$ cat config.mk
export PLATFORM = sky130hd
export DESIGN_NAME = digitizer_segment_deframer_flat
export DESIGN_NICKNAME = d
export VERILOG_FILES = /design/src/rtl/core/sdd_pkg.sv /design/src/rtl/core/sdd_if.sv /design/src/rtl/core/sdd_front.sv /design/src/rtl/core/sdd_queue.sv /design/src/rtl/core/sdd_back.sv /design/src/rtl/core/digitizer_segment_deframer.sv /design/src/flat_wrapper.sv
export SDC_FILE = /design/constraint.sdc
export NUM_CORES = 1
export LEC_CHECK = 0
export ABC_AREA = 1
export BUFFER_PORTS_ARGS = -buffer_cell sky130_fd_sc_hd__buf_2
export CAP_MARGIN = 10
export CELL_PAD_IN_SITES_DETAIL_PLACEMENT = 0
export CELL_PAD_IN_SITES_GLOBAL_PLACEMENT = 1
export CORE_AREA = 2 2 214 216
export DETAILED_ROUTE_END_ITERATION = 10
export DIE_AREA = 0 0 216 218
export HOLD_SLACK_MARGIN = 0.12
export MAX_ROUTING_LAYER = met4
export PLACE_DENSITY = 0.67
export SETUP_SLACK_MARGIN = 0.3
export SLEW_MARGIN = 20
export SYNTH_ARGS = -nofsm -noshare
export SYNTH_HDL_FRONTEND = slang
export SYNTH_SLANG_ARGS = --single-unit
export TNS_END_PERCENT = 1
$ cat constraint.sdc
create_clock -name clk -period 16.3 [get_ports clk]
set_input_delay 0.815 -clock clk [delete_from_list [all_inputs] [get_ports clk]]
set_output_delay 0.815 -clock clk [all_outputs]
set_load 0.02 [all_outputs]
$ cat src/rtl/core/sdd_pkg.sv
`default_nettype none

package sdd_pkg;

  // Segment header and trailer codes seen on the serial link.
  localparam logic [7:0] HDR_TIME      = 8'h81;
  localparam logic [7:0] HDR_DATA_BASE = 8'h82;
  localparam logic [7:0] TRAILER_MIN   = 8'hF0;
  localparam logic [7:0] END_LO_FIX    = 8'd253;
  localparam logic [7:0] END_HI_FIX    = 8'd254;
  localparam logic [7:0] END_BOTH_FIX  = 8'd255;

  localparam logic [6:0] QUALITY_LOCKED  = 7'd100;
  localparam logic [9:0] COUNTDOWN_RESET = 10'd360;

  // Sample format codes; the unused code decodes as the 16-bit format.
  localparam logic [1:0] FMT_24 = 2'd0;
  localparam logic [1:0] FMT_18 = 2'd1;
  localparam logic [1:0] FMT_16 = 2'd2;

  // Configuration register indexes.
  localparam int CFG_IDX_W  = 3;
  localparam int CFG_DATA_W = 9;
  localparam logic [CFG_IDX_W-1:0] CFG_SAMPLE_FORMAT   = 3'd0;
  localparam logic [CFG_IDX_W-1:0] CFG_CHANNEL_COUNT   = 3'd1;
  localparam logic [CFG_IDX_W-1:0] CFG_TIME_VALID_INIT = 3'd2;
  localparam logic [CFG_IDX_W-1:0] CFG_COUNTDOWN_LOAD  = 3'd3;
  localparam logic [CFG_IDX_W-1:0] CFG_UNLOCK_QUALITY  = 3'd4;

  // Depth of the queue between the framer and the decoder.
  localparam int Q_DEPTH = 2;

  typedef enum logic [1:0] {
    PH_WAIT,
    PH_TIME,
    PH_DATA
  } phase_t;

  typedef enum logic [2:0] {
    KIND_SAMPLE   = 3'd0,
    KIND_TIME     = 3'd1,
    KIND_UNKNOWN  = 3'd2,
    KIND_BAD_TIME = 3'd3,
    KIND_BAD_DATA = 3'd4
  } kind_t;

  typedef struct packed {
    logic [1:0] sample_format;
    logic [4:0] channel_count;
    logic       time_valid_init;
    logic [8:0] countdown_load;
    logic [6:0] unlock_quality;
  } cfg_t;

  // One classified segment, handed from the framer to the decoder.
  typedef struct packed {
    kind_t           kind;
    logic [3:0]      channel;
    logic [1:0]      fmt;
    logic [7:0]      d0;
    logic [7:0]      d1;
    logic [7:0]      d2;
    logic [7:0]      dend;
    logic [5:0][7:0] tbytes;
    logic            lock_bit;
  } job_t;

  typedef struct packed {
    logic full;
    logic empty;
  } q_status_t;

endpackage

`default_nettype wire

$ cat src/rtl/core/sdd_if.sv
`default_nettype none

interface sdd_in_if;
  logic       valid;
  logic       ready;
  logic [7:0] rx_byte;

  modport source (output valid, output rx_byte, input ready);
  modport sink (input valid, input rx_byte, output ready);
endinterface

interface sdd_out_if;
  logic               valid;
  logic               ready;
  logic [2:0]         kind;
  logic [3:0]         channel;
  logic signed [24:0] sample;
  logic [7:0]         year;
  logic [7:0]         month;
  logic [7:0]         day;
  logic [7:0]         hour;
  logic [7:0]         minute;
  logic [7:0]         second;
  logic               gps_locked;
  logic [6:0]         time_quality;

  modport source (output valid, output kind, output channel, output sample,
                  output year, output month, output day, output hour,
                  output minute, output second, output gps_locked,
                  output time_quality, input ready);
  modport sink (input valid, input kind, input channel, input sample,
                input year, input month, input day, input hour,
                input minute, input second, input gps_locked,
                input time_quality, output ready);
endinterface

`default_nettype wire

$ cat src/rtl/core/sdd_front.sv
`default_nettype none

module sdd_front #(
  parameter int CHANNELS = 16
) (
  input  wire               clk,
  input  wire               rst_n,
  sdd_in_if.sink            in_chan,
  input  sdd_pkg::cfg_t     cfg,
  input  sdd_pkg::q_status_t q_status,
  output logic              push,
  output sdd_pkg::job_t     job
);
  import sdd_pkg::*;

  phase_t     phase_r, phase_nxt;
  logic [2:0] idx_r, idx_nxt;
  logic [7:0] tb_r [8];
  logic [7:0] tb_nxt [8];
  logic [7:0] db_r [4];
  logic [7:0] db_nxt [4];
  logic [3:0] ch_r, ch_nxt;
  logic       tv_r, tv_nxt;

  logic       accept;
  logic [7:0] b;
  logic [7:0] ub;
  logic [4:0] limit;
  logic [2:0] seg_len;
  logic [7:0] end_byte;

  assign in_chan.ready = !q_status.full;
  assign accept = in_chan.valid && in_chan.ready;
  assign b = in_chan.rx_byte;
  assign ub = b - HDR_DATA_BASE;
  assign limit = (cfg.channel_count < 5'(CHANNELS)) ? cfg.channel_count : 5'(CHANNELS);
  assign seg_len = (cfg.sample_format == FMT_24) ? 3'd4 : 3'd3;

  always_ff @(posedge clk) begin
    if (!rst_n) begin
      phase_r <= PH_WAIT;
      idx_r   <= 3'd0;
      ch_r    <= 4'd0;
      tv_r    <= 1'b0;
    end else begin
      phase_r <= phase_nxt;
      idx_r   <= idx_nxt;
      ch_r    <= ch_nxt;
      tv_r    <= tv_nxt;
    end
  end

  always_ff @(posedge clk) begin
    tb_r <= tb_nxt;
    db_r <= db_nxt;
  end

  always_comb begin
    phase_nxt = phase_r;
    idx_nxt   = idx_r;
    ch_nxt    = ch_r;
    tv_nxt    = tv_r;
    tb_nxt    = tb_r;
    db_nxt    = db_r;
    push      = 1'b0;
    job       = '0;
    end_byte  = 8'd0;
    if (accept) begin
      unique case (phase_r)
        PH_TIME: begin
          tb_nxt[idx_r] = b;
          if (idx_r < 3'd7) begin
            idx_nxt = idx_r + 3'd1;
          end else begin
            phase_nxt = PH_WAIT;
            idx_nxt   = 3'd0;
            push      = 1'b1;
            if (b < TRAILER_MIN) begin
              job.kind = KIND_BAD_TIME;
            end else begin
              tv_nxt       = 1'b1;
              job.kind     = KIND_TIME;
              job.tbytes   = {tb_r[5], tb_r[4], tb_r[3], tb_r[2], tb_r[1], tb_r[0]};
              job.lock_bit = tb_r[6][5];
            end
          end
        end
        PH_DATA: begin
          db_nxt[idx_r[1:0]] = b;
          if (({1'b0, idx_r[1:0]} + 3'd1) < seg_len) begin
            idx_nxt = idx_r + 3'd1;
          end else begin
            // The segment ends here; its trailer sits at the last index of
            // the length that is in force now.
            phase_nxt   = PH_WAIT;
            idx_nxt     = 3'd0;
            push        = 1'b1;
            end_byte    = (cfg.sample_format == FMT_24) ? db_nxt[3] : db_nxt[2];
            job.channel = ch_r;
            if (end_byte < TRAILER_MIN) begin
              job.kind = KIND_BAD_DATA;
            end else begin
              job.kind = KIND_SAMPLE;
              job.fmt  = (cfg.sample_format == FMT_24 || cfg.sample_format == FMT_18) ?
                         cfg.sample_format : FMT_16;
              job.d0   = db_nxt[0];
              job.d1   = db_nxt[1];
              job.d2   = db_nxt[2];
              job.dend = end_byte;
            end
          end
        end
        PH_WAIT: begin
          if (b == HDR_TIME) begin
            phase_nxt = PH_TIME;
            idx_nxt   = 3'd0;
          end else if (tv_r || cfg.time_valid_init) begin
            if (b >= HDR_DATA_BASE && ub < {3'b000, limit}) begin
              ch_nxt    = ub[3:0];
              phase_nxt = PH_DATA;
              idx_nxt   = 3'd0;
            end else begin
              push        = 1'b1;
              job.kind    = KIND_UNKNOWN;
              job.channel = ub[3:0];
            end
          end
        end
        default: begin
          phase_nxt = PH_WAIT;
        end
      endcase
    end
  end

endmodule

`default_nettype wire

$ cat src/rtl/core/sdd_queue.sv
`default_nettype none

module sdd_queue (
  input  wire                 clk,
  input  wire                 rst_n,
  input  wire                 push,
  input  sdd_pkg::job_t       push_job,
  input  wire                 pop,
  output sdd_pkg::job_t       head,
  output sdd_pkg::q_status_t  status
);
  import sdd_pkg::*;

  localparam int PTR_W = (Q_DEPTH > 1) ? $clog2(Q_DEPTH) : 1;
  localparam int CNT_W = $clog2(Q_DEPTH + 1);

  job_t             mem_r [Q_DEPTH];
  logic [PTR_W-1:0] wr_ptr_r, wr_ptr_nxt;
  logic [PTR_W-1:0] rd_ptr_r, rd_ptr_nxt;
  logic [CNT_W-1:0] count_r, count_nxt;
  logic             do_push, do_pop;

  assign status.full  = (count_r == CNT_W'(Q_DEPTH));
  assign status.empty = (count_r == '0);
  assign do_push = push && !status.full;
  assign do_pop  = pop && !status.empty;
  assign head    = mem_r[rd_ptr_r];

  always_comb begin
    wr_ptr_nxt = wr_ptr_r;
    rd_ptr_nxt = rd_ptr_r;
    count_nxt  = count_r;
    if (do_push) begin
      wr_ptr_nxt = (wr_ptr_r == PTR_W'(Q_DEPTH - 1)) ? '0 : wr_ptr_r + PTR_W'(1);
    end
    if (do_pop) begin
      rd_ptr_nxt = (rd_ptr_r == PTR_W'(Q_DEPTH - 1)) ? '0 : rd_ptr_r + PTR_W'(1);
    end
    if (do_push && !do_pop) begin
      count_nxt = count_r + CNT_W'(1);
    end else if (do_pop && !do_push) begin
      count_nxt = count_r - CNT_W'(1);
    end
  end

  always_ff @(posedge clk) begin
    if (!rst_n) begin
      wr_ptr_r <= '0;
      rd_ptr_r <= '0;
      count_r  <= '0;
    end else begin
      wr_ptr_r <= wr_ptr_nxt;
      rd_ptr_r <= rd_ptr_nxt;
      count_r  <= count_nxt;
    end
  end

  always_ff @(posedge clk) begin
    if (do_push) begin
      mem_r[wr_ptr_r] <= push_job;
    end
  end

endmodule

`default_nettype wire

$ cat src/rtl/core/sdd_back.sv
`default_nettype none

module sdd_back (
  input  wire                 clk,
  input  wire                 rst_n,
  input  sdd_pkg::cfg_t       cfg,
  input  sdd_pkg::q_status_t  q_status,
  input  sdd_pkg::job_t       head,
  output logic                pop,
  sdd_out_if.source           out_chan
);
  import sdd_pkg::*;

  // GPS lock tracking.
  logic        lock_r, lock_nxt;
  logic [9:0]  cd_r, cd_nxt;
  logic [6:0]  q_r, q_nxt;

  // Output register.
  logic        valid_r, valid_nxt;
  kind_t       kind_r, kind_nxt;
  logic [3:0]  ch_r, ch_nxt;
  logic [24:0] sample_r, sample_nxt;
  logic [5:0][7:0] tb_r, tb_nxt;
  logic        locked_r, locked_nxt;
  logic [6:0]  qual_r, qual_nxt;

  logic [7:0]  lo, hi;
  logic [24:0] decoded;

  assign pop = !q_status.empty && (!valid_r || out_chan.ready);

  // Sample decode with the high-bit restore rules of each format.
  always_comb begin
    lo      = head.d0;
    hi      = head.d1;
    decoded = '0;
    unique case (head.fmt)
      FMT_24: begin
        lo      = head.d0 + {head.dend[0], 7'b0};
        hi      = head.d1 + {head.dend[1], 7'b0};
        decoded = {1'b0, head.d2, hi, lo} - (head.dend[2] ? 25'h0800000 : 25'h0);
      end
      FMT_18: begin
        lo      = head.d0 + {head.dend[0], 7'b0};
        hi      = head.d1 + {head.dend[1], 7'b0};
        decoded = {9'b0, hi, lo} + (head.dend[2] ? 25'h0010000 : 25'h0)
                  - (head.dend[3] ? 25'h0020000 : 25'h0);
      end
      default: begin
        if (head.dend == END_LO_FIX || head.dend == END_BOTH_FIX) begin
          lo = head.d0 + 8'h80;
        end
        if (head.dend == END_HI_FIX || head.dend == END_BOTH_FIX) begin
          hi = head.d1 + 8'h80;
        end
        decoded = {{9{hi[7]}}, hi, lo};
      end
    endcase
  end

  always_comb begin
    lock_nxt   = lock_r;
    cd_nxt     = cd_r;
    q_nxt      = q_r;
    valid_nxt  = valid_r;
    kind_nxt   = kind_r;
    ch_nxt     = ch_r;
    sample_nxt = sample_r;
    tb_nxt     = tb_r;
    locked_nxt = locked_r;
    qual_nxt   = qual_r;
    if (out_chan.ready) begin
      valid_nxt = 1'b0;
    end
    if (pop) begin
      valid_nxt  = 1'b1;
      kind_nxt   = head.kind;
      ch_nxt     = '0;
      sample_nxt = '0;
      tb_nxt     = '0;
      locked_nxt = 1'b0;
      qual_nxt   = '0;
      unique case (head.kind) inside
        KIND_SAMPLE: begin
          ch_nxt     = head.channel;
          sample_nxt = decoded;
        end
        KIND_UNKNOWN, KIND_BAD_DATA: begin
          ch_nxt = head.channel;
        end
        KIND_TIME: begin
          if (head.lock_bit && !lock_r) begin
            lock_nxt = 1'b1;
            q_nxt    = QUALITY_LOCKED;
            cd_nxt   = {1'b0, cfg.countdown_load};
          end
          if (cd_nxt == 10'd0) begin
            lock_nxt = 1'b0;
            q_nxt    = cfg.unlock_quality;
          end
          // The countdown stops once it has gone negative.
          if (!cd_nxt[9]) begin
            cd_nxt = cd_nxt - 10'd1;
          end
          tb_nxt     = head.tbytes;
          locked_nxt = lock_nxt;
          qual_nxt   = q_nxt;
        end
        default: begin
        end
      endcase
    end
  end

  always_ff @(posedge clk) begin
    if (!rst_n) begin
      lock_r  <= 1'b0;
      cd_r    <= COUNTDOWN_RESET;
      q_r     <= '0;
      valid_r <= 1'b0;
    end else begin
      lock_r  <= lock_nxt;
      cd_r    <= cd_nxt;
      q_r     <= q_nxt;
      valid_r <= valid_nxt;
    end
  end

  always_ff @(posedge clk) begin
    kind_r   <= kind_nxt;
    ch_r     <= ch_nxt;
    sample_r <= sample_nxt;
    tb_r     <= tb_nxt;
    locked_r <= locked_nxt;
    qual_r   <= qual_nxt;
  end

  assign out_chan.valid        = valid_r;
  assign out_chan.kind         = kind_r;
  assign out_chan.channel      = ch_r;
  assign out_chan.sample       = signed'(sample_r);
  assign out_chan.year         = tb_r[0];
  assign out_chan.month        = tb_r[1];
  assign out_chan.day          = tb_r[2];
  assign out_chan.hour         = tb_r[5];
  assign out_chan.minute       = tb_r[4];
  assign out_chan.second       = tb_r[3];
  assign out_chan.gps_locked   = locked_r;
  assign out_chan.time_quality = qual_r;

endmodule

`default_nettype wire

$ cat src/rtl/core/digitizer_segment_deframer.sv
// Segment deframer for a byte-wide digitizer serial link.
// in_chan carries one received byte per item (valid/ready). out_chan carries
// one result item per completed segment or rejected header: a decoded sample,
// a time record with GPS lock state, an unknown header, or a bad segment.
// Bytes that only extend a segment, or headers dropped before time is valid,
// give no result.
// The block takes one byte per cycle while the queue has room. The framer
// pushes each classified segment into a two-entry queue, and the decoder
// pops it from there and fills the output register.
// When the receiver stalls, the output register holds its item, the queue
// fills behind it, and in_chan.ready drops once the queue is full; it rises
// again in the cycle after the receiver takes an item.
// Synchronous reset clears the framer to hunting for a header, empties the
// queue and output, drops lock and quality to zero and reloads the countdown
// to 360. Configuration goes through cfg_we/cfg_index/cfg_data; the user
// must write it while no item is in flight; the block does not enforce it.
`default_nettype none

module digitizer_segment_deframer #(
  parameter int CHANNELS = 16
) (
  input  wire                              clk,
  input  wire                              rst_n,
  sdd_in_if.sink                           in_chan,
  sdd_out_if.source                        out_chan,
  input  wire                              cfg_we,
  input  wire [sdd_pkg::CFG_IDX_W-1:0]     cfg_index,
  input  wire [sdd_pkg::CFG_DATA_W-1:0]    cfg_data
);
  import sdd_pkg::*;

  cfg_t      cfg_r, cfg_nxt;
  q_status_t q_status;
  job_t      push_job;
  job_t      head;
  logic      push;
  logic      pop;

  always_comb begin
    cfg_nxt = cfg_r;
    if (cfg_we) begin
      unique case (cfg_index)
        CFG_SAMPLE_FORMAT:   cfg_nxt.sample_format   = cfg_data[1:0];
        CFG_CHANNEL_COUNT:   cfg_nxt.channel_count   = cfg_data[4:0];
        CFG_TIME_VALID_INIT: cfg_nxt.time_valid_init = cfg_data[0];
        CFG_COUNTDOWN_LOAD:  cfg_nxt.countdown_load  = cfg_data[8:0];
        CFG_UNLOCK_QUALITY:  cfg_nxt.unlock_quality  = cfg_data[6:0];
        default: begin
        end
      endcase
    end
  end

  always_ff @(posedge clk) begin
    if (!rst_n) begin
      cfg_r.sample_format   <= FMT_24;
      cfg_r.channel_count   <= 5'd3;
      cfg_r.time_valid_init <= 1'b0;
      cfg_r.countdown_load  <= 9'd360;
      cfg_r.unlock_quality  <= 7'd10;
    end else begin
      cfg_r <= cfg_nxt;
    end
  end

  sdd_front #(
    .CHANNELS (CHANNELS)
  ) u_front (
    .clk      (clk),
    .rst_n    (rst_n),
    .in_chan  (in_chan),
    .cfg      (cfg_r),
    .q_status (q_status),
    .push     (push),
    .job      (push_job)
  );

  sdd_queue u_queue (
    .clk      (clk),
    .rst_n    (rst_n),
    .push     (push),
    .push_job (push_job),
    .pop      (pop),
    .head     (head),
    .status   (q_status)
  );

  sdd_back u_back (
    .clk      (clk),
    .rst_n    (rst_n),
    .cfg      (cfg_r),
    .q_status (q_status),
    .head     (head),
    .pop      (pop),
    .out_chan (out_chan)
  );

endmodule

`default_nettype wire

$ cat src/flat_wrapper.sv
// flat-port wrapper written by rule: the top's interface ports become plain ports
module digitizer_segment_deframer_flat import sdd_pkg::*;
#(
  parameter int CHANNELS = 16
)
  (clk, rst_n, cfg_we, cfg_index, cfg_data, in_chan_valid, in_chan_rx_byte, in_chan_ready, out_chan_valid, out_chan_kind, out_chan_channel, out_chan_sample, out_chan_year, out_chan_month, out_chan_day, out_chan_hour, out_chan_minute, out_chan_second, out_chan_gps_locked, out_chan_time_quality, out_chan_ready);
  sdd_in_if in_chan_i ();
  sdd_out_if out_chan_i ();
  input  wire clk;
  input  wire rst_n;
  input  wire cfg_we;
  input  wire [sdd_pkg::CFG_IDX_W-1:0] cfg_index;
  input  wire [sdd_pkg::CFG_DATA_W-1:0] cfg_data;
  input wire logic [$bits(in_chan_i.valid)-1:0] in_chan_valid;
  input wire logic [$bits(in_chan_i.rx_byte)-1:0] in_chan_rx_byte;
  output wire logic [$bits(in_chan_i.ready)-1:0] in_chan_ready;
  output wire logic [$bits(out_chan_i.valid)-1:0] out_chan_valid;
  output wire logic [$bits(out_chan_i.kind)-1:0] out_chan_kind;
  output wire logic [$bits(out_chan_i.channel)-1:0] out_chan_channel;
  output wire logic [$bits(out_chan_i.sample)-1:0] out_chan_sample;
  output wire logic [$bits(out_chan_i.year)-1:0] out_chan_year;
  output wire logic [$bits(out_chan_i.month)-1:0] out_chan_month;
  output wire logic [$bits(out_chan_i.day)-1:0] out_chan_day;
  output wire logic [$bits(out_chan_i.hour)-1:0] out_chan_hour;
  output wire logic [$bits(out_chan_i.minute)-1:0] out_chan_minute;
  output wire logic [$bits(out_chan_i.second)-1:0] out_chan_second;
  output wire logic [$bits(out_chan_i.gps_locked)-1:0] out_chan_gps_locked;
  output wire logic [$bits(out_chan_i.time_quality)-1:0] out_chan_time_quality;
  input wire logic [$bits(out_chan_i.ready)-1:0] out_chan_ready;
  assign in_chan_i.valid = in_chan_valid;
  assign in_chan_i.rx_byte = in_chan_rx_byte;
  assign in_chan_ready = in_chan_i.ready;
  assign out_chan_valid = out_chan_i.valid;
  assign out_chan_kind = out_chan_i.kind;
  assign out_chan_channel = out_chan_i.channel;
  assign out_chan_sample = out_chan_i.sample;
  assign out_chan_year = out_chan_i.year;
  assign out_chan_month = out_chan_i.month;
  assign out_chan_day = out_chan_i.day;
  assign out_chan_hour = out_chan_i.hour;
  assign out_chan_minute = out_chan_i.minute;
  assign out_chan_second = out_chan_i.second;
  assign out_chan_gps_locked = out_chan_i.gps_locked;
  assign out_chan_time_quality = out_chan_i.time_quality;
  assign out_chan_i.ready = out_chan_ready;
  digitizer_segment_deframer #(.CHANNELS(CHANNELS)) u_core (.clk(clk), .rst_n(rst_n), .in_chan(in_chan_i), .out_chan(out_chan_i), .cfg_we(cfg_we), .cfg_index(cfg_index), .cfg_data(cfg_data));
endmodule
==> results.txt, run 1 <==
CTS Buffer Depth: 3
Initial Util: 0.366
Synth Warn #: 0
Area delta synth->final: 16.2%
CORE AREA: 44900 sq um
DPL Wire Length: 23.1 mm
Htree depth: 2
Cell mode on critical path: nand2_1
Top-count cell post-synth: nand2_1
Top cells by count, synth: nand2_1, edfxtp_1, inv_1
CP Class: input pin to register
LEAKAGE: 7.52 nW
Crit-path max cell delay: 0.86 ns
Total Power: 3.00 mW
Post-DRT Antenna Nets: 0
Worst Path Arrival: 4.37 ns
Vias in the first global route: 10000
Synth area leaders: edfxtp_1, nand2_1, dfxtp_1, a21oi_1, inv_1
Max-Cap Viols: 0
Die ar.: 47100 sq um
Via Count: 10300
Gp weighted congestion: 0.808
Post-Synth Simple-Gate Area: 0.152
CTS tree: done
Setup TNS: 0 ns
Ys flop type: edfxtp_1
Worst-margin pin slew: 0.945 ns
Clock sink count: 407
Non-Filler Instances: 2228
First-pass GRT wire length: 56.7 mm
Crit-path cells: buf_2, inv_1, ha_1, xnor2_1, inv_1, ha_1, nand2_1, inv_1, nand2_1, nand2_1, nand2_1, nand2_1, nand2_1, nand2_1, nand2_1, nor2_4, buf_4
Final antenna diode count: 0
First-pass DRT Iterations: 5
Postcts setup bufs: 0
Count of pins over their slew limit: 0
Mean area per synthesized cell: 11.2 sq um
FMAX: 0.237 GHz
Gr ovfl total: 0
CP Launch Type: input pin
Rows: 78
XOR/XNOR Fraction of Synth Area: 0.00319
Crit-path max FO: 68
Total Wirelength: 36.1 mm
Worst vdd ir: 0.0000804 V
All-layer global routing usage: 0.158
Largest family of logic cells by synthesized area: simple AND/OR/NAND/NOR gates
Final instance area: 19100 sq um
Area after DPL: 17600 sq um
Clock transition at the registers of the reported paths: 0.06 ns
Netlist Area Pre-Place: 16400 sq um
WL per Instance: 16.2 um
RSZ-0062 raised after global routing: false
Initial drt markers: 726
Yosys reg bits: 407
Count of final setup violators: 0
Dpl cells: 2150
Die Height: 218 um
Post-Synthesis Cells: 1475
Fin crit share: 0.259
Pin count of the biggest net entering global routing: 69
Total clock buffers created by CTS: 42
CTS root buf: clkbuf_16
Vias per cell: 4.64
Initial antenna violation count: 0
PwrDens: 157 nW/um^2
Proportion of synthesized area in mux cells: 0.00183
Syn nets: 1515
Worst path depth: 17
Top-area cell type share of the netlist area: 0.637
Final hold slack: 0.444 ns
CP Buf/Inv Count: 5
I/O pin total: 115
Worst hold-check path type: register to register
Clk Latency, worst-skew pair: 0.55 ns
Sequential area share after synthesis: 0.708
DRC violations left: 0
Min-Delay Path Depth: 1
Compound-Gate Fraction of Synth Area: 0.0682
Fin nets: 1634
Tmin final: 4.22 ns
Status: finished clean
Chip Width: 216 um
Hold buffer count at CTS: 0
R2R cell count: 12
Crit end category: register
WP data required: 16.46 ns
Slew margin rel.: 0.370
CP max stage cell: buf_4
Post-synth cell types: 43
CP top delay family: buffers and inverters
# port buffers: 114
Worst Clk Skew: 0.0180 ns
Final hold violation count: 0
Area leader, netlist: edfxtp_1
Adder-cell share of the synthesized area: 0.0114
Async set-or-reset flop fraction in the synthesized netlist: 0
Post-cts resize count: 0
Post-synth EDFFs: 349
Fraction of layout cells with a size suffix above 1: 0.145
-- final cells by class --
| class | instances | area [sq um] |
|---|---|---|
| clock buffers | 54 | 1200 |
| clock inverters | 24 | 259 |
| fillers | 4182 | 25800 |
| inverters | 182 | 689 |
| multi-input cells | 836 | 3920 |
| flip-flops and latches | 407 | 11600 |
| well taps | 600 | 751 |
| repair buffers | 125 | 653 |
-- path summary, 6_finish.rpt --
kind / slack (ns) / end / from
worst max-delay path: 12.08 / u_core.u_queue.mem_r[0][85] / in_chan_rx_byte[1]
worst min-delay path: 0.44 / register / u_core.u_queue.rd_ptr_r
worst max register to register: 12.36 / u_core.u_queue.mem_r[0][85] / u_core.u_front.idx_r[0]
worst min register to register: 0.44 / register / u_core.u_queue.rd_ptr_r
-- through the flow --
stage | setup WS [ns] | utilization
floorplan | 9.74 | -
global placement | 11.56 | 0.393
detailed placement | 11.48 | 0.393
CTS | 12.04 | 0.426
global route | 11.67 | 0.426
finish | 12.08 | 0.426
-- power by group --
part           switching, mW  internal (mW)  total, mW
logic                  0.498          0.170      0.668
registers             0.0493           1.29       1.34
clock network          0.405          0.589      0.994
-- worst register-to-register path, stage by stage, from the launching register on --
cell	delay [ns]
dfxtp_1	0.40
inv_1	0.20
ha_1	0.38
ha_1	0.29
nand3_1	0.09
nand2_1	0.12
nand2_1	0.09
inv_1	0.20
nor2_1	0.07
nand2_1	0.11
nand2_1	0.11
nor2_4	0.62
buf_4	0.86
-- registers in the layout (all words and copies together), names as in the netlist, 2 cells and up, named ones only --
signal and cells:
u_core.u_front.idx_r 3, u_core.u_back.out_chan.minute 8, u_core.u_front.tb_r 49, u_core.u_queue.mem_r 180, u_core.u_back.out_chan.year 8, u_core.u_back.out_chan.time_quality 7
u_core.cfg_r 24, u_core.u_front.db_r 32, u_core.u_front.phase_r 2, u_core.u_back.out_chan.month 8, u_core.u_back.out_chan.second 8, u_core.u_back.cd_r 10
u_core.u_back.out_chan.sample 25, u_core.u_back.out_chan.hour 8, u_core.u_back.out_chan.day 8, u_core.u_back.out_chan.kind 3, u_core.u_queue.count_r 2, u_core.u_front.ch_r 4
u_core.u_back.out_chan.channel 4, u_core.u_back.q_r 7
-- layout by cell type (no fill, tap or decap), drive strengths merged --
cell	netlist	routed
nand2	365	365
edfxtp	349	349
inv	181	182
nor2	149	149
a21oi	136	136
buf	19	125
o21ai	71	71
dfxtp	58	58
clkbuf	31	54
nand3	45	45
nand4	16	16
ha	15	15
nor3	15	15
clkinv	1	13
clkinvlp	0	7
bufinv	0	4
xnor2	3	3
mux2i	3	3
xor2	3	3
o31ai	3	3
nor4	2	2
or2	2	2
and2	2	2
o22ai	1	1
nand3b	1	1
a31oi	1	1
a22o	1	1
nor3b	1	1
a211oi	1	1
-- kinds of logic after synthesis --
group	count (synthesis)
DFF	407
adders and majority gates	15
xor gates and xnor gates	6
buffers and inverters	232
and+or+nand+nor	598
AOI/OAI and AO/OA	214
muxes	3
-- layer usage --
metal  wire [um]  share of wire  global-route usage  up-vias
met5           0              0                   -        -
met4         606          0.017              0.0406        0
met3        1540          0.043              0.0237       48
met2       17100           0.47               0.256      214
met1       16800           0.47               0.210     4902
li1            -              -                   -     5184
Power figures use the tool's default switching activity.
==> run 2, diff against run 1 <==
PLACE_DENSITY = 0.69   (was 0.67)
clock period = 3.4 ns   (was 16.3 ns; I/O delays follow)
==> run 2 against run 1 <==
Compared with the run above:
- via count is 3.7% higher
- die area is the same
- flip-flop and latch count stayed put
- critical path depth up 5
- clock skew rose by 0.0032 ns
- setup slack got worse by 12 ns
- global-route usage is 0.46 points higher
- critical endpoint is now u_core.u_queue.count_r[1]
- largest cell class unchanged
- highest routed layer unchanged
==> results.txt, run 2 (synthesized netlist as in run 1, its figures left out) <==
Status: finished clean
Total clock buffers created by CTS: 42 (unchanged)
R2R Path End: u_core.u_queue.count_r[1]
Final antenna diode count: 0 (unchanged)
I/O pin total: 115 (unchanged)
Post-DRT Antenna Nets: 0 (unchanged)
Count of pins over their slew limit: 0 (unchanged)
First-pass DRT Iterations: 5 (unchanged)
Fin nets: 1689 (+3.4%)
Count of final setup violators: 0 (unchanged)
# port buffers: 114 (unchanged)
R2R cell count: 17 (+5)
Cell mode on critical path: nand2_2
Number of flip-flops in the largest register: 180 (unchanged)
Clock sink count: 407 (unchanged)
Fraction of layout cells with a size suffix above 1: 0.151 (+0.00614)
Critical path origin: in_chan_rx_byte[1]
Crit-path cells: dlygate4sd3_1, buf_2, clkinvlp_4, buf_4, ha_1, inv_1, ha_1, nand2_1, inv_1, nand2_1, nand2_1, nand2_2, nand2_2, nand2_2, nand2_2, nand2_2, inv_1, ha_1, a21oi_1, o21ai_0, o21ai_0, a21oi_1
LEAKAGE: 7.72 nW (+2.7%)
Crit end category: register
All-layer global routing usage: 0.163 (+0.00463)
First-pass GRT wire length: 58.1 mm (+2.4%)
DPL Wire Length: 24.3 mm (+5.5%)
Gp weighted congestion: 0.836 (+3.4%)
Final instance area: 19600 sq um (+2.5%)
WP data required: 3.82 ns (-12.64 ns)
Die ar.: 47100 sq um (unchanged)
Clock transition at the registers of the reported paths: 0.06 ns (about the same)
R2r setup slk: 0.50 ns (-11.86 ns)
Dpl cells: 2168 (+0.84%)
Worst reg2reg path startpoint: u_core.cfg_r[23]
Crit-path max cell delay: 0.57 ns (-0.29 ns)
Via Count: 10700 (+3.7%)
CORE AREA: 44900 sq um (unchanged)
WL per Instance: 16.4 um (+1.2%)
RSZ-0062 raised after global routing: true
Biggest regs: u_core.u_queue.mem_r x180, u_core.u_front.tb_r x49, u_core.u_front.db_r x32
CTS tree: done
Slew margin rel.: 0.382 (+0.0124)
Htree depth: 2 (unchanged)
Rows: 78 (unchanged)
Final hold violation count: 0 (unchanged)
Gr ovfl total: 0 (unchanged)
Fill count: 4322 (+3.3%)
Total Power: 14.2 mW (+370%)
Non-Filler Instances: 2281 (+2.4%)
CP max stage cell: dlygate4sd3_1
Crit-path max FO: 8 (-88%)
Clk Latency, worst-skew pair: 0.55 ns (about the same)
Biggest register: u_core.u_queue.mem_r
Worst hold-check path type: register to register
Worst vdd ir: 0.000363 V (+350%)
CP Class: input pin to register
CTS root buf: clkbuf_16
Initial drt markers: 697 (-4.0%)
Vias per cell: 4.71 (+1.3%)
Area delta synth->final: 19.0%
Die Height: 218 um (unchanged)
PwrDens: 723 nW/um^2 (+360%)
Initial Util: 0.366 (unchanged)
Fin crit share: 0.864
CP Launch Type: input pin
Chip Width: 216 um (unchanged)
Vias in the first global route: 10300 (+3.0%)
Pin count of the biggest net entering global routing: 57 (-17%)
Total Wirelength: 37.3 mm (+3.6%)
Max-Cap Viols: 0 (unchanged)
FMAX: 0.340 GHz
Most common cell after layout, fill and taps aside: nand2_1
Worst Path Arrival: 3.36 ns (-1.01 ns)
DRC violations left: 0 (unchanged)
Setup TNS: 0 ns (unchanged)
Worst-margin pin slew: 0.926 ns (-0.0196 ns)
Worst Clk Skew: 0.0213 ns (+0.00322 ns)
Most frequent cells in the layout: nand2_1, edfxtp_1, inv_1
CTS Buffer Depth: 3 (unchanged)
Tmin final: 2.94 ns
Initial antenna violation count: 0 (unchanged)
Area after DPL: 17900 sq um (+1.4%)
CP Capture Point: u_core.u_queue.count_r[1]
## run 2: final cells by class
type                    instances  area (sq um)  share of cell area
clock buffers                  53          1110              0.0569
inverters                     182           696              0.0355
well taps                     600           751              0.0383
flip-flops and latches        407         11600               0.595
clock inverters                23           193             0.00984
multi-input cells             836          3950               0.202
repair buffers                180          1240              0.0631
## run 2: through the flow
stage	hold slack [ns]	util	worst slack, ns
detailed placement	0.408	0.399	0.429
floorplan	0.269	-	0.0662
CTS	0.388	0.435	0.393
global route	0.462	0.436	0.262
finish	0.437	0.436	0.461
global placement	0.411	0.399	0.467
## run 2: routing by layer
layer | vias to the layer above | global-route usage | share of wire
met1 | 5173 | 0.216 | 0.47
met5 | - | - | 0
met4 | 0 | 0.0429 | 0.020
li1 | 5296 | - | -
met2 | 209 | 0.265 | 0.47
met3 | 55 | 0.0232 | 0.040
## run 2: how the worst min path moves through the flow
stage | from | to | slack [ns] | cells after the start
after floorplan | in_chan_rx_byte[5] | u_core.u_front.tb_r[13] | 0.27 | 0
after CTS | cfg_data[7] | u_core.cfg_r[14] | 0.39 | 4
after detailed placement | cfg_data[8] | u_core.cfg_r[15] | 0.41 | 3
after global routing | u_core.u_queue.rd_ptr_r | u_core.u_queue.rd_ptr_r | 0.46 | 1
final | u_core.u_queue.rd_ptr_r | register | 0.44 | 1
after global placement | cfg_data[8] | u_core.cfg_r[15] | 0.41 | 3
## run 2: repair_timing
| item | CTS | global route |
|---|---|---|
| hold buffers | 33 | 0 |
| endpoints found under the setup margin | 0 | 138 |
| buffers inserted | 0 | 4 |
| hold endpoints to repair | 70 | 0 |
| resized for setup | 0 | 2 |
## run 2: report_power, final
group	internal, mW	switching, mW	total, mW
Clock	2.55	1.84	4.39
Sequential	6.18	0.185	6.36
Combinational	0.909	2.50	3.41
Total	9.63	4.52	14.2
## run 2: worst max-delay path, delay by kind of cell
family                     cells  cell delay (ns)
AOI/OAI and AO/OA              4             0.45
adders and majority gates      3             0.85
buffers and inverters          7             1.25
and+or+nand+nor                8             0.64
==> run 3, diff against run 2 <==
ABC_AREA = default   (was 1)
GPL_TIMING_DRIVEN = 0   (was default)
PLACE_DENSITY = 0.67   (was 0.69)
==> run 3 against run 2 <==
Compared with the run above:
- non-clock buffer count increased by 29
- highest routed layer unchanged
- global-route usage shrank 0.66 points
- die area stayed put
- wire length shrank 4.5%
- critical path type is now register to register
- clock power hardly changed
- sequential power decreased by 2%
- sequential share of layout area fell by 0.63 points
- flip-flop and latch count stayed put
- utilization rose by 0.46 points
- largest power group unchanged
- critical path depth shrank 10
- critical endpoint is now u_core.u_queue.mem_r[1][3]
- fmax down 5.8%
- area after synthesis decreased by 0.40%
==> results.txt, run 3 <==
Vias per cell: 4.84 (+2.9%)
I/O pin total: 115 (unchanged)
Non-Filler Instances: 1988 (-13%)
Die ar.: 47100 sq um (unchanged)
Initial drt markers: 636 (-8.8%)
Most common cell after layout, fill and taps aside: edfxtp_1
DPL Wire Length: 24.1 mm (-0.75%)
PwrDens: 660 nW/um^2 (-8.7%)
Worst vdd ir: 0.000374 V (+2.8%)
Top cells by count, synth: edfxtp_1, nor2_1, mux2i_1
Post-DRT Antenna Nets: 0 (unchanged)
Most frequent cells in the layout: edfxtp_1, nor2_1, buf_2
Tmin final: 3.12 ns (+0.180 ns)
Util after Layout: 0.441 (+0.00457)
Netlist Area Pre-Place: 16400 sq um (-0.40%)
Biggest register: u_core.u_queue.mem_r
WL per Instance: 17.9 um (+9.6%)
Count of pins over their slew limit: 0 (unchanged)
Async set-or-reset flop fraction in the synthesized netlist: 0 (unchanged)
Initial antenna violation count: 1 (+1)
Mean area per synthesized cell: 14.2 sq um (+28%)
Final hold slack: 0.141 ns (-0.296 ns)
Combinational power share: 0.189 (-0.052)
DRC violations left: 0 (unchanged)
Ys flop type: edfxtp_1
Total Wirelength: 35.7 mm (-4.5%)
Slew margin rel.: 0.381 (-0.00114)
Rows: 78 (unchanged)
RSZ-0062 raised after global routing: true
Sequential share of power: 0.477 (+0.028)
Initial Util: 0.365 (-0.00148)
All-layer global routing usage: 0.156 (-0.00662)
Sequential area share after synthesis: 0.711 (+0.00286)
Number of flip-flops in the largest register: 180 (unchanged)
Total clock buffers created by CTS: 42 (unchanged)
LEAKAGE: 6.94 nW (-10%)
Cell Int Power: 9.38 mW (-2.6%)
Gr ovfl total: 0 (unchanged)
Sw frac: 0.282 (-0.0373)
Synth Warn #: 0 (unchanged)
Area leader, netlist: edfxtp_1
Crit-path max FO: 18 (+10)
Post-Synthesis Cells: 1152 (-22%)
CORE AREA: 44900 sq um (unchanged)
Synth area leaders: edfxtp_1, dfxtp_1, mux2i_1, mux2_2, nor2_1
Worst-margin pin slew: 0.922 ns (-0.00346 ns)
Worst hold-check path type: input pin to register
Yosys reg bits: 407 (unchanged)
Area delta synth->final: 20.8%
Chip Width: 216 um (unchanged)
Switching pwr: 3.68 mW (-18%)
Clock transition at the registers of the reported paths: 0.06 ns (about the same)
CP max stage cell: dfxtp_1
Via Count: 9630 (-10%)
Count of final setup violators: 0 (unchanged)
Worst Path Arrival: 3.38 ns (+0.02 ns)
Pin count of the biggest net entering global routing: 31 (-46%)
Biggest regs: u_core.u_queue.mem_r x180, u_core.u_front.tb_r x49, u_core.u_front.db_r x32
Status: finished clean
Die Height: 218 um (unchanged)
Syn nets: 1192 (-21%)
Clock sink count: 407 (unchanged)
Fin crit share: 0.917 (+0.0528)
FMAX: 0.321 GHz (-5.8%)
Clk Latency, worst-skew pair: 0.55 ns (about the same)
Cell mode on critical path: buf_16
Worst Clk Skew: 0.0171 ns (-0.00417 ns)
Clock power frac: 0.334 (+0.024)
Crit end category: register
Max-Cap Viols: 0 (unchanged)
First-pass GRT wire length: 55.1 mm (-5.1%)
WP data required: 3.66 ns (-0.16 ns)
Dpl cells: 1881 (-13%)
Top-count cell post-synth: edfxtp_1
Fraction of layout cells with a size suffix above 1: 0.207 (+0.0558)
CTS root buf: clkbuf_16
Final hold violation count: 0 (unchanged)
Top-area cell type share of the netlist area: 0.640 (+0.00258)
CTS tree: done
CTS Buffer Depth: 3 (unchanged)
Post-synth cell types: 74 (+72%)
# port buffers: 113 (-0.88%)
CP Class: register to register
Fin nets: 1393 (-18%)
Post-synth EDFFs: 349 (unchanged)
Htree depth: 2 (unchanged)
First-pass DRT Iterations: 5 (unchanged)
Crit-path max cell delay: 0.45 ns (-0.12 ns)
CP Launch Type: register
Vias in the first global route: 9660 (-6.3%)
Crit-path cells: inv_1, ha_1, ha_1, o21a_1, o31ai_2, a21boi_2, o21ai_4, a21boi_4, buf_16, buf_16, buf_16, buf_16
Gp weighted congestion: 0.805 (-3.7%)
## run 3: cell types whose count changed after synthesis, sizes merged, moves of 30 or more
cell   previous run  this run
mux2              0        45
mux2i             3        88
o21ai            71        17
inv             181        23
a21oi           136        45
nor2b             0        30
and2              2        52
nand2           365        79
## run 3: layout make-up
class                           count  area [sq um]
Fill cell                        4049         25100
Sequential cell                   407         11600
Timing Repair Buffer              157          1220
Antenna cell                        1          2.50
Multi-Input combinational cell    669          4540
Inverter                           24          92.6
Buffer                             52           228
Clock buffer                       55          1130
Clock inverter                     23           176
Tap cell                          600           751
## run 3: per-stage QoR
| step | power, mW | instance area [sq um] | setup TNS, ns | setup slack (ns) |
|---|---|---|---|---|
| after floorplan | 7.89 | 16500 | -55.66 | -0.268 |
| after global placement | 8.73 | 17800 | -477.21 | -2.04 |
| after detailed placement | 8.82 | 18200 | -36.78 | -0.563 |
| after CTS | 13.2 | 19700 | 0 | 0.213 |
| after global routing | 13.6 | 19800 | 0 | 0.125 |
| final | 13.1 | 19800 | 0 | 0.281 |
## run 3: path summary, 6_finish.rpt
check,slack [ns],to,cells past startpoint,from
hold reg to reg,0.47,u_core.u_front.tv_r,2,u_core.u_front.tv_r
hold / removal,0.14,u_core.cfg_r[16],4,cfg_index[0]
setup / recovery,0.28,u_core.u_queue.mem_r[1][3],12,u_core.u_front.idx_r[0]
setup reg to reg,0.28,u_core.u_queue.mem_r[1][3],12,u_core.u_front.idx_r[0]
## run 3: logic make-up after synthesis
group           count (synthesis)  synth area share
flops                         407             0.711
fa+ha+maj                      15            0.0115
xor+xnor                       12           0.00642
compound gates                122            0.0530
mux                           133            0.0847
buf+inv                        76            0.0191
simple gates                  387             0.115
## run 3: what timing repair did
item / CTS / global route
endpoints found under the hold margin: 81 / 0
hold buffers: 22 / 0
gates resized for setup: 4 / 5
setup buffers: 2 / 4
pin swaps: 2 / 2
setup endpoints to repair: 151 / 178
## run 3: worst max-delay path, delay by kind of cell, from the launching register on
kind            cells  cell delay [ns]
fa+ha+maj           2             0.63
compound gates      5             0.89
buf+inv             5             0.83
flops               1             0.45
## run 3: per-layer routing
layer / up-vias / GRT usage / part of all wire
met5: - / - / 0
met3: 57 / 0.0238 / 0.043
li1: 4648 / - / -
met4: 0 / 0.0432 / 0.020
met1: 4714 / 0.198 / 0.45
met2: 211 / 0.262 / 0.49
## run 3: power by group through the flow
| stage | Clock [mW] | Sequential (mW) | Combinational [mW] |
|---|---|---|---|
| floorplan | 0 | 7.04 | 0.842 |
| global placement | 0 | 6.36 | 2.37 |
| detailed placement | 0 | 6.35 | 2.47 |
| CTS | 4.48 | 6.25 | 2.51 |
| global route | 4.67 | 6.29 | 2.65 |
| finish | 4.37 | 6.23 | 2.46 |
